==> src/sv/tgq_pkg.sv <==
package tgq_pkg;

	localparam int FRAC_BITS_DEF    = 16;
	localparam int FRAME_BITS_DEF   = 48;
	localparam int MAX_GRID_DIV_DEF = 8;

	localparam int UNIT_W  = 64;
	localparam int RATE_W  = 19;
	localparam int TEMPO_W = 17;
	localparam int BEATS_W = 5;
	localparam int DIV_W   = 4;
	localparam int FACT_W  = 5;
	localparam int PROD_W  = 32;
	localparam int DEN_W   = TEMPO_W + FACT_W;
	localparam int ADDR_W  = 5;
	localparam int DATA_W  = 32;

	localparam logic [PROD_W-1:0]  CENTI_SEC = PROD_W'(6000);
	localparam logic [BEATS_W-1:0] BEATS_CAP = BEATS_W'(16);

	localparam logic [RATE_W-1:0]  RATE_RST   = RATE_W'(44100);
	localparam logic [TEMPO_W-1:0] TEMPO_RST  = TEMPO_W'(12000);
	localparam logic [TEMPO_W-1:0] T_LO_RST   = TEMPO_W'(2000);
	localparam logic [TEMPO_W-1:0] T_HI_RST   = TEMPO_W'(30000);
	localparam logic [BEATS_W-1:0] BEATS_RST  = BEATS_W'(4);
	localparam logic [DIV_W-1:0]   DIV_RST    = DIV_W'(1);

	typedef logic [2:0] reg_idx_t;
	localparam reg_idx_t REG_RATE  = 3'd0;
	localparam reg_idx_t REG_TEMPO = 3'd1;
	localparam reg_idx_t REG_T_LO  = 3'd2;
	localparam reg_idx_t REG_T_HI  = 3'd3;
	localparam reg_idx_t REG_BEATS = 3'd4;
	localparam reg_idx_t REG_DIV   = 3'd5;

	typedef enum logic [1:0] {
		REQ_SNAP = 2'd0,
		REQ_FWD  = 2'd1,
		REQ_BACK = 2'd2,
		REQ_PASS = 2'd3
	} req_t;

	typedef enum logic [1:0] {
		UC_IDLE,
		UC_MUL,
		UC_LOAD,
		UC_DIV
	} uc_state_t;

	typedef struct packed {
		logic vld;
		req_t req;
	} item_ctl_t;

	typedef struct packed {
		logic [RATE_W-1:0]  rate;
		logic [TEMPO_W-1:0] tempo;
		logic [TEMPO_W-1:0] t_lo;
		logic [TEMPO_W-1:0] t_hi;
		logic [BEATS_W-1:0] beats;
		logic [DIV_W-1:0]   div;
	} cfg_t;

endpackage

==> src/sv/tgq_div_cell.sv <==
module tgq_div_cell #(
	parameter int FRAME_BITS = tgq_pkg::FRAME_BITS_DEF,
	parameter int DW         = 65
) (
	input  logic                        clk,
	input  logic                        arst_n,
	input  logic [tgq_pkg::UNIT_W-1:0]  unit,
	input  tgq_pkg::item_ctl_t          ctl_in,
	input  logic [FRAME_BITS-1:0]       frame_in,
	input  logic [DW-1:0]               num_in,
	input  logic [tgq_pkg::UNIT_W-1:0]  rem_in,
	output tgq_pkg::item_ctl_t          ctl_out,
	output logic [FRAME_BITS-1:0]       frame_out,
	output logic [DW-1:0]               num_out,
	output logic [tgq_pkg::UNIT_W-1:0]  rem_out
);

	tgq_pkg::item_ctl_t           ctl_s1;
	logic [FRAME_BITS-1:0]        frame_s1;
	logic [DW-1:0]                num_s1;
	logic [tgq_pkg::UNIT_W-1:0]   rem_s1;

	logic [tgq_pkg::UNIT_W:0]     t_step;
	logic [tgq_pkg::UNIT_W:0]     diff;
	logic [tgq_pkg::UNIT_W-1:0]   rem_n;

	always_comb begin
		t_step = {rem_in, num_in[DW-1]};
		diff   = t_step - {1'b0, unit};
		rem_n  = (t_step >= {1'b0, unit}) ? diff[tgq_pkg::UNIT_W-1:0]
		                                  : t_step[tgq_pkg::UNIT_W-1:0];
	end

	always_ff @(posedge clk or negedge arst_n) begin
		if (!arst_n) begin
			ctl_s1 <= '0;
		end else begin
			ctl_s1 <= ctl_in;
		end
	end

	always_ff @(posedge clk) begin
		frame_s1 <= frame_in;
		num_s1   <= {num_in[DW-2:0], 1'b0};
		rem_s1   <= rem_n;
	end

	assign ctl_out   = ctl_s1;
	assign frame_out = frame_s1;
	assign num_out   = num_s1;
	assign rem_out   = rem_s1;

endmodule

==> config.mk <==
export PLATFORM = sky130hd
export DESIGN_NAME = tgq_div_cell
export DESIGN_NICKNAME = d
export VERILOG_FILES = /design/src/sv/tgq_pkg.sv /design/src/sv/tgq_div_cell.sv
export SDC_FILE = /design/constraint.sdc
export NUM_CORES = 1
export LEC_CHECK = 0
export BUFFER_PORTS_ARGS = -buffer_cell sky130_fd_sc_hd__buf_4
export CAP_MARGIN = 20
export CORE_MARGIN = 2
export CORE_UTILIZATION = 25
export DETAILED_ROUTE_END_ITERATION = 8
export GPL_TIMING_DRIVEN = 1
export PLACE_DENSITY = 0.5
export SLEW_MARGIN = 20
export SYNTH_ARGS = -nofsm -noshare
export SYNTH_HDL_FRONTEND = slang
export SYNTH_SLANG_ARGS = --single-unit
==> constraint.sdc <==
create_clock -name clk -period 0.8 [get_ports clk]
set_input_delay 0.16 -clock clk [delete_from_list [all_inputs] [get_ports clk]]
set_output_delay 0.16 -clock clk [all_outputs]
set_load 0.02 [all_outputs]
# Yosys cells after proc, flatten, opt, wreduce, memory -nomap -nowiden
# Cells that the tools add are included.
[word_totals] ff_bits=179 in_bits=246 output_inout_bits=180 word_cells=8
[op_classes] add_sub_neg=1 order_cmp=1 muxes=1
[op_table] operator="$ge 65x64->1" count=1
[op_table] operator="$mux 64" count=1
[op_table] operator="$sub 64x64->64" count=1

# Depth between registers and ports, before layout
[logic_depth] depth_word=2 mapped_depth=14 mapped_depth_nobuf=13

# Least setup slack after synthesis
# No wires, ideal clock.
[synth_timing] path_type="input to register" start="input unit[31] in the netlist's numbering" end="register rem_s1, in the netlist rem_out[10]" arrival_time_ps=2772 slack_ps=-2095 stages=13 cell_sequence="inv_1 ha_1 buf_2 nand4_1 nor4_1 a311o_1 o31a_1 nor3_4 o21ai_2 a311oi_2 buf_4 buf_6 mux2_1"
[synth_between] elab_chain_len=2
[synth_rtl] element="start, declared" line="tgq_div_cell.sv:7" rtl="input logic [tgq_pkg::UNIT_W-1:0] unit,"
[synth_rtl] element="$ge 65x64->1" line="tgq_div_cell.sv:30" rtl="rem_n = (t_step >= {1'b0, unit}) ? diff[tgq_pkg::UNIT_W-1:0]"
[synth_rtl] element="$mux 64" line="tgq_div_cell.sv:30"
[synth_rtl] element="via rem_n (one bit)" line="tgq_div_cell.sv:25" rtl="logic [tgq_pkg::UNIT_W-1:0] rem_n;"
[synth_rtl] element="end signal, assigned" line="tgq_div_cell.sv:45" rtl="rem_s1 <= rem_n;"
[synth_rtl] element="end, declared" line="tgq_div_cell.sv:21" rtl="logic [tgq_pkg::UNIT_W-1:0] rem_s1;"
# The timed path passes the listed nets, and every way through them passes these cells.

# Worst setup path in the final report
[layout_timing] start="input unit[32] in the netlist's numbering" end="register rem_s1, in the netlist rem_out[31]"
# The elaborated chain is that of the path after synthesis.

==> summary.md <==
| Metric | Value |
|---|---|
| Synthesized Nets | ~1300 |
| DR WL/cell | about 17 µm |
| Congestion Overflow GR | 0 |
| Boundary Pins | ~430 |
| Cell Area, Placed | approximately 14000 µm² |
| Routability cong. | 0.8779 |
| GRT Overall Usage | a little under a quarter |
| Net Switching | between 10000 and 15000 µW |
| Worst slew pin tran | ~570 ps |
| Final period utilization | 292.2% |
| Root buffer cell | clkbuf_16 |
| TNS Setup | -136890 ps |
| Synth area leader | dfxtp_1 |
| Top cells by area, synth | dfxtp_1, ha_1, o21ai_0 |
| Yosys Warn Count | 0 |
| Mapped Cells | a little under 1000 |
| Main synth FF type | dfxtp_1 |
| Lkg Pwr | between 0.009 and 0.01 µW |
| Final worst slack | -1538 ps |
| CP Capture Type | flip-flop |
| TritonCTS clock tree | yes |
| Setup violators final | 243 |
| Status | finished with violations |
| Total wire length | 41.12 mm |
| Clk sinks | 179 |
| Total CTS buffers | 17 |
| Site Rows | 67 |
| CP max-delay cell | a311o_1 |
| Clock power share | 26.1% |
| CP Launch Type | input port |
| Post-synthesis sequential area ratio | 42.33% |
| Top-count cell post-synth | dfxtp_1 |
| Nets | 2204 |
| EDFF count, synth | 0 |
| Cell internal pwr | approximately 22000 µW |
| Via count | roughly 11000 |
| Fin area | 19240 µm² |
| CTS max path bufs | 2 |
| IO Port Bufs | 424 |
| Fill count | around 2800 |
| Failing checks | setup timing |
| Share of cells above drive strength 1 | 60.13% |
| CP max FO | 7 |
| Die ar. | between 30000 and 40000 µm² |
| Pin count of the biggest net entering global routing | 27 |
| RSZ-0062 raised after global routing | yes |
| Switching part of the total power | ~33% |
| Final std cells w/o fill | approximately 2400 |
| Worst-path cell chain | buf_6 -> inv_4 -> ha_4 -> nand4_1 -> buf_4 -> nor2_2 -> a311o_1 -> o31a_1 -> nor3_4 -> o21ai_4 -> a311oi_4 -> buf_6 -> buf_12 -> buf_16 -> mux2_4 |
| First-pass GRT wire length | approximately 62 mm |
| First-pass iteration count of the detailed router | 4 |
| Multi-input gate area | ~5500 µm² |
| Die width | 188.4 µm |
| Sequential Area | between 3000 and 4000 µm² |
| Final hold violations | 0 |
| Die height | approximately 190 µm |
| Slew Limit Headroom | between 60 and 70% |
| Antenna viol nets, final | 0 |
| Synthesized area | about 8500 µm² |
| DR vias/cell | approximately 4.5 |
| Max Slew Vio Count | 0 |
| Vias in the first global route | 11427 |
| Antenna violations before repair | 2 |
| Final min period | 2338 ps |
| Placed cell count | 2100 |
| Pwr dens | about 1700 nW/µm² |
| Core Box Area | around 34000 µm² |
| Avg Cell Area, Syn | between 8 and 9 µm² |
| Post-detail-place hpwl | ~30 mm |
| Starting Density | between 20% and 30% |
| Worst Path Arrival | about 2700 ps |
| CP Class | in2reg |
| HP Class | in2async |
| Area grow syn2layout | 126.3% |
| Maxcap violations | 0 |
| Remaining DRCs | 0 |
| Clk pin slew, worst setup/hold paths | 80 ps |
| F_max | approximately 0.43 GHz |
| Worst VDD drop | about 1.6 mV |
| Synth cell count leaders | dfxtp_1, nand2_1, o21ai_0 |
| Seq pwr share | 33.0% |
| Required time worst endpoint | between 1000 and 1500 ps |
| Worst path max stage delay | 340 ps |
| Most frequent CP cell | buf_6 |
| Distinct cell type count after synthesis | between 60 and 70 |
| First-iteration detailed-routing DRC count | between 300 and 400 |
| H-tree levels | 4 |
| #FFs+latches synth | 179 |
| Fraction of registers with async set/reset | around 1.7% |
| Synth top area share | roughly two fifths |
| Pre-CTS setup slack | -2241 ps |
| Power share of the combinational group | 40.9% |
layout by cell type, fill, tap and decap left out, drive strengths merged, types with 4 or more instances in the layout:
cell type      n
and3           5
nand4         18
nor3          17
a21o          32
xor2          28
or3            8
nand2        118
nor2          52
xnor2         26
inv           85
nor4           8
dfxtp        176
o211ai         5
a311oi         4
nand2b         7
a31oi          7
and2           4
clkbuf        23
o21ai        103
o31ai         14
a21boi         7
ha            64
nand3         18
dlygate4sd3  178
buf          742
a211oi         5
mux2           6
o21bai         7
a21oi         81
o21a           6
routing by layer:
| layer | track usage (%) | part of all wire, % | wire length (µm) | vias to the layer above |
|---|---|---|---|---|
| met5 | 0 | 0.032 | 13 | - |
| met4 | 7.963 | 3.1 | 1262 | 2 |
| met3 | 4.749 | 4.5 | 1855 | 59 |
| met2 | 42.90 | 53 | 21750 | 303 |
| met1 | 24.50 | 39 | 16240 | 5026 |
| li1 | - | - | - | 5266 |
cell type report:
type                            instances  share of cell area [%]
Antenna cell                            1                 0.01301
Clock buffer                           20                   2.269
Clock inverter                         12                  0.6438
Inverter                               80                   1.717
Multi-Input combinational cell        692                   28.64
Sequential cell                       179                   19.83
Tap cell                              448                   2.913
Timing Repair Buffer                  923                   43.97
power groups by stage:
stage	registers (µW)	clock network, µW	logic, µW
CTS	10600	8610	12500
finish	10700	8440	13200
floorplan	11700	0	3450
global route	10700	9070	14100
detailed placement	10400	0	10100
global placement	10500	0	10100
how the worst max path moves through the flow:
stage                          start             endpoint  slack, ps
after floorplan           rem_in[28]  rem_out[10]$_DFF_P_      -1860
after global placement       unit[4]  rem_out[55]$_DFF_P_      -2160
after detailed placement  num_in[64]  rem_out[62]$_DFF_P_      -2240
after CTS                   unit[32]  rem_out[29]$_DFF_P_      -1500
after global routing         unit[2]  rem_out[29]$_DFF_P_      -1590
final                       unit[32]  rem_out[31]$_DFF_P_      -1540
sequential cells by signal, summed over array words and instances, names as in the netlist:
register   flops
frame_out     48
rem_out       64
num_out       64
ctl_out        3
worst max-delay path, delay by kind of cell:
family / cells / cell delay [ps]
AO/OA/AOI/OAI: 4 / 930
adder cells (fa/ha/maj): 1 / 200
AND/OR/NAND/NOR: 3 / 360
multiplexers: 1 / 290
buffers and inverters: 6 / 740
timing repair:
item                                   in CTS  in global routing
pin swaps                                  57                 53
setup endpoints to repair                 243                243
endpoints found under the hold margin     180                  0
hold buffers                              178                  0
gates cloned                                6                  4
setup buffers                              25                 13
gates resized for setup                   531                122
through the flow:
step	util [%]	hold slack (ps)	total power (µW)
after detailed placement	42.99	-48.46	20550
after global placement	42.99	-48.84	20530
after floorplan	-	-135.6	15120
after CTS	55.46	4.386	31770
after global routing	57.38	2.202	33870
final	57.38	25.18	32300
cell families (layout without fill, tap and decap cells):
family                     after synthesis  count (layout)  share of synthesized area (%)
xor gates and xnor gates                54              54                          5.563
muxes                                    7               7                         0.9124
adders and majority gates               65              65                          9.654
other                                    1               2                        0.04411
DFF                                    179             179                          42.33
and+or+nand+nor                        268             268                          14.53
buffers and inverters                  115            1035                          5.445
AOI/OAI and AO/OA                      297             297                          21.53
No activity file was read; power rests on OpenSTA's default activity.
