$ cat src/sv/tgq_pkg.sv
package tgq_pkg;

	localparam int FRAC_BITS_DEF    = 16;
	localparam int FRAME_BITS_DEF   = 48;
	localparam int MAX_GRID_DIV_DEF = 8;

	localparam int UNIT_W  = 64;
	localparam int RATE_W  = 19;
	localparam int TEMPO_W = 17;
	localparam int BEATS_W = 5;
	localparam int DIV_W   = 4;
	localparam int FACT_W  = 5;
	localparam int PROD_W  = 32;
	localparam int DEN_W   = TEMPO_W + FACT_W;
	localparam int ADDR_W  = 5;
	localparam int DATA_W  = 32;

	localparam logic [PROD_W-1:0]  CENTI_SEC = PROD_W'(6000);
	localparam logic [BEATS_W-1:0] BEATS_CAP = BEATS_W'(16);

	localparam logic [RATE_W-1:0]  RATE_RST   = RATE_W'(44100);
	localparam logic [TEMPO_W-1:0] TEMPO_RST  = TEMPO_W'(12000);
	localparam logic [TEMPO_W-1:0] T_LO_RST   = TEMPO_W'(2000);
	localparam logic [TEMPO_W-1:0] T_HI_RST   = TEMPO_W'(30000);
	localparam logic [BEATS_W-1:0] BEATS_RST  = BEATS_W'(4);
	localparam logic [DIV_W-1:0]   DIV_RST    = DIV_W'(1);

	typedef logic [2:0] reg_idx_t;
	localparam reg_idx_t REG_RATE  = 3'd0;
	localparam reg_idx_t REG_TEMPO = 3'd1;
	localparam reg_idx_t REG_T_LO  = 3'd2;
	localparam reg_idx_t REG_T_HI  = 3'd3;
	localparam reg_idx_t REG_BEATS = 3'd4;
	localparam reg_idx_t REG_DIV   = 3'd5;

	typedef enum logic [1:0] {
		REQ_SNAP = 2'd0,
		REQ_FWD  = 2'd1,
		REQ_BACK = 2'd2,
		REQ_PASS = 2'd3
	} req_t;

	typedef enum logic [1:0] {
		UC_IDLE,
		UC_MUL,
		UC_LOAD,
		UC_DIV
	} uc_state_t;

	typedef struct packed {
		logic vld;
		req_t req;
	} item_ctl_t;

	typedef struct packed {
		logic [RATE_W-1:0]  rate;
		logic [TEMPO_W-1:0] tempo;
		logic [TEMPO_W-1:0] t_lo;
		logic [TEMPO_W-1:0] t_hi;
		logic [BEATS_W-1:0] beats;
		logic [DIV_W-1:0]   div;
	} cfg_t;

endpackage

$ cat src/sv/tgq_unit_calc.sv
module tgq_unit_calc #(
	parameter int FRAC_BITS    = tgq_pkg::FRAC_BITS_DEF,
	parameter int MAX_GRID_DIV = tgq_pkg::MAX_GRID_DIV_DEF
) (
	input  logic                        clk,
	input  logic                        arst_n,
	input  logic                        go,
	input  tgq_pkg::cfg_t               cfg,
	output logic                        busy,
	output logic [tgq_pkg::UNIT_W-1:0]  unit
);

	localparam int NUM_W = tgq_pkg::PROD_W + tgq_pkg::FACT_W + FRAC_BITS;
	localparam int CNT_W = $clog2(NUM_W + 1);
	localparam int QX_W  = NUM_W + tgq_pkg::UNIT_W;
	localparam int MUL_W = NUM_W - FRAC_BITS;

	tgq_pkg::uc_state_t state_q, state_d;
	logic                         pend_q;
	logic [tgq_pkg::PROD_W-1:0]   prod_q;
	logic [tgq_pkg::FACT_W-1:0]   fact_q;
	logic [tgq_pkg::DEN_W-1:0]    den_q;
	logic                         zero_q;
	logic [NUM_W-1:0]             num_q;
	logic [NUM_W-1:0]             quo_q;
	logic [tgq_pkg::DEN_W-1:0]    rem_q;
	logic [CNT_W-1:0]             cnt_q;
	logic [tgq_pkg::UNIT_W-1:0]   unit_q;

	logic [tgq_pkg::TEMPO_W-1:0]  tclamp;
	logic                         bad;
	logic [tgq_pkg::BEATS_W-1:0]  beats_eff;
	logic [tgq_pkg::FACT_W-1:0]   div_eff;
	logic [tgq_pkg::FACT_W-1:0]   fact;
	logic [tgq_pkg::FACT_W-1:0]   den_mul;
	logic [tgq_pkg::DEN_W:0]      t_step;
	logic                         ge;
	logic [tgq_pkg::DEN_W-1:0]    rem_n;
	logic [NUM_W-1:0]             quo_n;
	logic [QX_W-1:0]              qx;
	logic                         do_mul, do_load, do_step, last;

	always_comb begin
		if (cfg.tempo < cfg.t_lo) begin
			tclamp = cfg.t_lo;
		end else if (cfg.tempo > cfg.t_hi) begin
			tclamp = cfg.t_hi;
		end else begin
			tclamp = cfg.tempo;
		end
		bad = (cfg.rate == '0) || (tclamp == '0) || (tclamp < cfg.t_lo) || (tclamp > cfg.t_hi);
		beats_eff = (cfg.beats > tgq_pkg::BEATS_CAP) ? tgq_pkg::BEATS_CAP : cfg.beats;
		if ({1'b0, cfg.div} > tgq_pkg::FACT_W'(MAX_GRID_DIV)) begin
			div_eff = tgq_pkg::FACT_W'(MAX_GRID_DIV);
		end else begin
			div_eff = {1'b0, cfg.div};
		end
		if (div_eff == '0) begin
			fact    = (beats_eff >= tgq_pkg::BEATS_W'(2)) ? beats_eff : tgq_pkg::FACT_W'(1);
			den_mul = tgq_pkg::FACT_W'(1);
		end else begin
			fact    = tgq_pkg::FACT_W'(1);
			den_mul = div_eff;
		end
	end

	always_comb begin
		t_step = {rem_q, num_q[NUM_W-1]};
		ge     = t_step >= {1'b0, den_q};
		rem_n  = ge ? tgq_pkg::DEN_W'(t_step - {1'b0, den_q}) : t_step[tgq_pkg::DEN_W-1:0];
		quo_n  = {quo_q[NUM_W-2:0], ge};
		qx     = QX_W'(quo_n);
	end

	always_comb begin
		state_d = state_q;
		do_mul  = 1'b0;
		do_load = 1'b0;
		do_step = 1'b0;
		last    = 1'b0;
		unique case (state_q)
			tgq_pkg::UC_IDLE: begin
				if (pend_q) begin
					state_d = tgq_pkg::UC_MUL;
				end
			end
			tgq_pkg::UC_MUL: begin
				do_mul  = 1'b1;
				state_d = tgq_pkg::UC_LOAD;
			end
			tgq_pkg::UC_LOAD: begin
				do_load = 1'b1;
				state_d = tgq_pkg::UC_DIV;
			end
			tgq_pkg::UC_DIV: begin
				do_step = 1'b1;
				if (cnt_q == CNT_W'(1)) begin
					last    = 1'b1;
					state_d = tgq_pkg::UC_IDLE;
				end
			end
		endcase
	end

	always_ff @(posedge clk or negedge arst_n) begin
		if (!arst_n) begin
			state_q <= tgq_pkg::UC_IDLE;
			pend_q  <= 1'b1;
			cnt_q   <= '0;
			unit_q  <= '0;
		end else begin
			state_q <= state_d;
			if (go) begin
				pend_q <= 1'b1;
			end else if (state_q == tgq_pkg::UC_IDLE) begin
				pend_q <= 1'b0;
			end
			if (do_load) begin
				cnt_q <= CNT_W'(NUM_W);
			end else if (do_step) begin
				cnt_q <= cnt_q - CNT_W'(1);
			end
			if (last) begin
				if (zero_q) begin
					unit_q <= '0;
				end else if (|qx[QX_W-1:tgq_pkg::UNIT_W]) begin
					unit_q <= '1;
				end else begin
					unit_q <= qx[tgq_pkg::UNIT_W-1:0];
				end
			end
		end
	end

	always_ff @(posedge clk) begin
		if (do_mul) begin
			prod_q <= tgq_pkg::PROD_W'(cfg.rate) * tgq_pkg::CENTI_SEC;
			fact_q <= fact;
			den_q  <= tgq_pkg::DEN_W'(tclamp) * tgq_pkg::DEN_W'(den_mul);
			zero_q <= bad;
		end
		if (do_load) begin
			num_q <= {MUL_W'(prod_q) * MUL_W'(fact_q), {FRAC_BITS{1'b0}}};
			quo_q <= '0;
			rem_q <= '0;
		end else if (do_step) begin
			num_q <= {num_q[NUM_W-2:0], 1'b0};
			quo_q <= quo_n;
			rem_q <= rem_n;
		end
	end

	assign busy = pend_q || (state_q != tgq_pkg::UC_IDLE);
	assign unit = unit_q;

endmodule

$ cat config.mk
export PLATFORM = sky130hd
export DESIGN_NAME = tgq_unit_calc
export DESIGN_NICKNAME = d
export VERILOG_FILES = /design/src/sv/tgq_pkg.sv /design/src/sv/tgq_unit_calc.sv
export SDC_FILE = /design/constraint.sdc
export NUM_CORES = 1
export LEC_CHECK = 0
export BUFFER_PORTS_ARGS = -buffer_cell sky130_fd_sc_hd__buf_4
export CORE_ASPECT_RATIO = 2
export CORE_MARGIN = 1.5
export CORE_UTILIZATION = 35
export DETAILED_ROUTE_END_ITERATION = 16
export SETUP_SLACK_MARGIN = 0.3
export SYNTH_ARGS = -nofsm -noshare
export SYNTH_HDL_FRONTEND = slang
export SYNTH_SLANG_ARGS = --single-unit
export TNS_END_PERCENT = 20
$ cat constraint.sdc
create_clock -name clk -period 9.5 [get_ports clk]
set_input_delay 1.9 -clock clk [delete_from_list [all_inputs] [get_ports clk]]
set_output_delay 1.9 -clock clk [all_outputs]
set_load 0.01 [all_outputs]
== Yosys cells after proc, flatten, opt, wreduce, memory -nomap -nowiden ==
Index checks and enable logic that the tools add are counted.
Widths: inputs -> output; s select.

* Add/subtract/negate cells: 2
* Multiply operators: 3
* Order comparisons: 8
* Equality and inequality tests: 6
* Mux-type cells: 21
* Reduce and logical (&&, ||, !) cells: 13

{| class="wikitable"
|+ Operator list
! kind !! number
|-
| $mux 53 || 3
|-
| $gt 17x17->1 || 2
|-
| $lt 17x17->1 || 2
|-
| $mux 17 || 2
|-
| $mul 28x5->33 || 1
|-
| $mul 19x9->28 const B || 1
|-
| $ge 23x22->1 || 1
|-
| $mul 17x5->22 || 1
|-
| $mux 22 || 1
|-
| $sub 22x22->22 || 1
|-
| $logic_not 19->1 || 1
|-
| $logic_not 17->1 || 1
|-
| $mux 6 || 2
|-
| $mux 5 || 2
|-
| $pmux 2 s4 || 1
|-
| $mux 1 || 7
|-
| $eq 6x1->1 const B || 1
|-
| $reduce_bool 2->1 || 3
|-
| $sub 6x1->6 const B || 1
|-
| $ge 5x2->1 const B || 1
|-
| $gt 5x5->1 const B || 1
|-
| $logic_not 5->1 || 1
|-
| $eq 2x2->1 const B || 2
|-
| $gt 4x4->1 const B || 1
|-
| 7 further kinds || 13
|}

* Bits in registers: 240
* Input port bits: 82
* Output and inout port bits: 65
* Logic and storage cells: 65

== Logic depth before layout (Yosys ltp) ==
* Depth after elaboration: 7
* Mapped depth: 25
* Gate-level depth less buffers: 24

== Least setup slack after synthesis ==
Ideal clock, no wire load.

* Path kind: input-to-reg
* From: in cfg[25] (netlist bit)
* To: reg den_q[21] (netlist bit), data pin
* Setup time: 0.255 ns
* Arrival time: 6.989 ns
* Data required time: 9.245 ns
* Path slack: 2.256 ns
* Stages on the path: 22
* Path buffers: 1
* Cell sequence: inv_1 -> ha_1 -> and4_1 -> nand2_1 -> nor4_1 -> clkbuf_1 -> o21ai_0 -> a31oi_1 -> nand3_1 -> fa_1 -> fa_1 -> inv_1 -> ha_1 -> a21o_1 -> a21oi_1 -> o21bai_1 -> o41a_1 -> a41oi_1 -> a2111o_1 -> a31oi_1 -> a21oi_1 -> nor2b_1

* Word-level cells in the longest chain between the ends: 4

{| class="wikitable"
|+ Ends and longest elaborated chain
! item !! RTL line !! text
|-
| start, declared || tgq_unit_calc.sv:8 || <nowiki>input tgq_pkg::cfg_t cfg,</nowiki>
|-
| $gt 17x17->1 || tgq_unit_calc.sv:46 || <nowiki>end else if (cfg.tempo > cfg.t_hi) begin</nowiki>
|-
| $mux 17 (*) || tgq_unit_calc.sv:46 ||
|-
| $mux 17 (*) || tgq_unit_calc.sv:44 || <nowiki>if (cfg.tempo < cfg.t_lo) begin</nowiki>
|-
| $mul 17x5->22 (*) || tgq_unit_calc.sv:139 || <nowiki>den_q <= tgq_pkg::DEN_W'(tclamp) * tgq_pkg::DEN_W'(den_mul);</nowiki>
|-
| end signal, assigned || tgq_unit_calc.sv:139 ||
|-
| end, declared || tgq_unit_calc.sv:22 || <nowiki>logic [tgq_pkg::DEN_W-1:0] den_q;</nowiki>
|}

Every way passes the cells marked *; elsewhere a longest branch is shown, timed or not.
A chain may end at the register's enable or synchronous reset.

== Worst setup path in the final report ==
* From: in cfg[23] (netlist bit)
* To: reg den_q[21] (netlist bit), data pin

The elaborated chain is that of the path after synthesis.

==> flow_summary.yaml <==
final_layout:
  post-route-util: 0.394
  fin_cells: 3254
  syn_to_final_growth_pct: 11.5
  nFillCells: 6182
  layout-drive-gt1-share: 0.0917
  nets: 2969
  regArea_mm2: 0.00571
  multi_input_area_mm2: 0.0145
sta:
  slew_violations: 0
  setup_viol: 0
  fmax_mhz: 131
  finalCritPeriodShare: 0.805
  fin_crit_ns: 7.64
  relSlewSlack: 0.283
  hold_viol: 0
  setup_tns_ns: 0
  rsz0062_at_grt: "no"
  final.setup_skew_ns: 0.0118
  tightest_slew_ns: 1.07
floorplan:
  rows: 129
  die_width_um: 179
  coreArea_mm2: 0.0617
  pin_count: 147
  start_util: 0.353
  die_area_mm2: 0.0638
  die_y_um: 356
yosys:
  synth_cell_type_count: 66
  ys_warn_count: 0
  ys_ff_latch: 225
  yosysTopAreaCellShare: 0.176
  synth_area_mm2: 0.0218
  seq_area_frac_synth: 0.262
  synth_edf_count: 89
  synth_area_leader_cell: "fa_1"
  async_flop_share: 0.276
  ys_top_cells_by_area: "fa_1, ha_1, edfxtp_1, dfrtp_1, dfxtp_1"
  ys.flop_type: "edfxtp_1"
  avgSynthCellArea_um2: 9.25
  netlist_instances: 2355
setup_path:
  critPathMaxStageDelay_ns: 0.61
  worstPathMaxFanout: 14
  reg2reg_to: "num_q[52]$_DFFE_PP_"
  cp_data_required_time_ns: 9.79
  path_class: "input port to flip-flop"
  slowest_stage: "a31oi_1"
  reg2reg_depth: 15
  cp_cell_sequence: "buf_4 > inv_1 > ha_1 > and4_1 > nand2_1 > a311o_1 > nand3_1 > nand3_1 > a31oi_1 > nand3_1 > fa_1 > fa_1 > inv_1 > ha_1 > a21o_1 > a21oi_1 > o21bai_1 > o41a_1 > a41oi_1 > a2111o_1 > a31oi_1 > a21oi_1 > nor2b_1"
  cpMostUsedCell: "nand3_1"
  cp-end-kind: "flip-flop"
  r2r_slack_ns: 3.64
  r2r-start: "fact_q[4]$_SDFFCE_PN0N_"
  crit_arrival_ns: 7.93
  startpoint_type: "input port"
clocking:
  cts_resized: 0
  cts_tree: "yes"
  cts.sinks: 225
  clk_latency_ns: 0.53
  numCtsBuffers: 22
  hold_buffers: 0
  post_cts_buffers: 0
  clkTransAtPathRegs_ns: 0.06
  clockBufferDepth: 3
  htreeDepth: 1
  cts-root-buf: "clkbuf_16"
route:
  wl_um: 49900
  via_per_inst: 5.02
  wl_per_cell_um: 15.3
  drtAntennaViolNets: 0
  drtIter0Drc: 553
  drt-pass1-iter-count: 5
  vias: 16330
  drt_drc_violations_left: 0
pwr:
  p_sw_frac: 0.471
  clockPowerShare: 0.090
  cellLeakagePower_uw: 0.0115
  p_per_area_mw_per_mm2: 403
  vdd_drop_max_mv: 0.250
  p_seq_frac: 0.174
  pwr-share-comb: 0.736
  p_int_uw: 5190
  p_sw_uw: 4620
global_route:
  grt-ovfl-total: 0
  grt_max_degree: 107
  grt_antenna_before_repair: 4
  first_global_vias: 17395
  grt_pass1_wl_um: 83600
  grt.total_usage: 0.158
worst_hold_path:
  hold_class: "flip-flop to flip-flop"
  worstHoldStart: "unit[18]$_DFFE_PN0P_"
  worstHoldPathCells: 2
  holdPathEnd: "unit[18]$_DFFE_PN0P_"
placed_design:
  gp_congestion: 0.912
  dp_hpwl_um: 40800
  dp_cells: 3210
  io_buffer_count: 135
outcome:
  status: "complete, no violations"
run:
  maxCapViolations: 0
==> per-stage QoR <==
stage | setup slack [ns] | hold WS, ns | total power [µW] | cell area (µm²)
after floorplan | 2.26 | 0.445 | 7460 | 21800
after global placement | 1.50 | 0.463 | 8810 | 23600
after detailed placement | 1.33 | 0.469 | 8970 | 23600
after CTS | 1.91 | 0.481 | 9940 | 24300
after global routing | 1.45 | 0.494 | 10900 | 24300
final | 1.86 | 0.477 | 9800 | 24300
==> cells in the final DEF, fill, tap and decap left out, types with 7 or more instances in the layout <==
cell type	instances
a21o_1	43
o21a_1	17
nor4_1	7
xor2_1	18
ha_1	244
a21oi_1	89
o211ai_1	13
nor3_1	31
a211oi_1	30
nor2b_1	32
inv_1	337
nand2_1	222
nand3_1	39
nand2b_1	64
o21bai_1	9
a31oi_1	15
mux2i_1	71
o21ai_0	115
mux2_2	22
and2_1	81
nor2_1	169
edfxtp_1	89
a31o_2	11
conb_1	11
dfrtp_1	61
and3_1	12
nand4_1	19
dfxtp_1	74
clkbuf_16	25
xnor2_1	58
fa_1	192
buf_4	144
==> critical path, delay by kind of cell <==
family	cells	cell delay [ns]
compound gates	10	2.71
fa+ha+maj	4	1.71
simple gates	6	1.38
buf+inv	3	0.21
==> worst max path at each step <==
stage             from             endpoint  slack (ns)
2_1_floorplan  cfg[25]  den_q[21]$_DFFE_PN_        2.26
3_3_place_gp   cfg[25]  den_q[21]$_DFFE_PN_        1.50
3_5_place_dp   cfg[23]  den_q[21]$_DFFE_PN_        1.33
4_1_cts        cfg[23]  den_q[21]$_DFFE_PN_        1.91
5_1_grt        cfg[23]  den_q[21]$_DFFE_PN_        1.45
6_report       cfg[23]  den_q[21]$_DFFE_PN_        1.86
==> sequential cells by signal, indices dropped and copies added (netlist names) <==
name and flops:
den_q 22, fact_q 5, prod_q 28, num_q 33
quo_q 52, pend_q 1, rem_q 22, zero_q 1
state_q 2, cnt_q 6, unit 53
==> kinds of logic after synthesis <==
kind of cell	Yosys count	share of synthesized area
muxes	93	0.0440
AOI/OAI and AO/OA	393	0.115
buffers and inverters	422	0.0748
other	1	0.000172
and+or+nand+nor	706	0.155
DFF	225	0.262
adders and majority gates	439	0.318
xor gates and xnor gates	76	0.0306
==> metal layers <==
layer	share of wire	up-vias	GRT usage
li1	-	8020	-
met1	0.38	7844	0.166
met2	0.53	341	0.305
met3	0.033	125	0.0124
met4	0.053	0	0.0893
met5	0	-	0
==> cell type report <==
class | count | area share
inverters | 337 | 0.0520
clock buffers | 33 | 0.0275
flip-flops and latches | 225 | 0.235
multi-input cells | 1718 | 0.598
well taps | 786 | 0.0405
repair buffers | 144 | 0.0445
clock inverters | 7 | 0.00201
diodes | 4 | 0.000412
==> power by group through the flow <==
stage	clock network, µW	logic (µW)	registers [µW]
2_1_floorplan	0	5840	1620
3_3_place_gp	0	7090	1720
3_5_place_dp	0	7240	1730
4_1_cts	929	7300	1710
5_1_grt	955	8200	1750
6_report	883	7210	1710
==> synthesized netlist by cell type (4+ instances only) <==
cell and count:
a211o_1 4, a211oi_1 30, a21boi_0 6, a21o_1 43, a21oi_1 89, a31o_2 11, a31oi_1 15, and2_1 81
and3_1 12, and4_1 6, buf_1 4, buf_2 4, buf_4 11, clkbuf_1 66, dfrtp_1 61, dfxtp_1 74
edfxtp_1 89, fa_1 192, ha_1 247, inv_1 337, mux2_2 22, mux2i_1 71, nand2_1 222, nand2b_1 64
nand3_1 39, nand4_1 19, nor2_1 169, nor2b_1 32, nor3_1 31, nor4_1 8, o211ai_1 13, o21a_1 17
o21ai_0 116, o21bai_1 9, o31a_1 4, o31ai_1 5, or2_2 5, or3_1 6, xnor2_1 58, xor2_1 18
No activity file was read; power rests on OpenSTA's default activity.
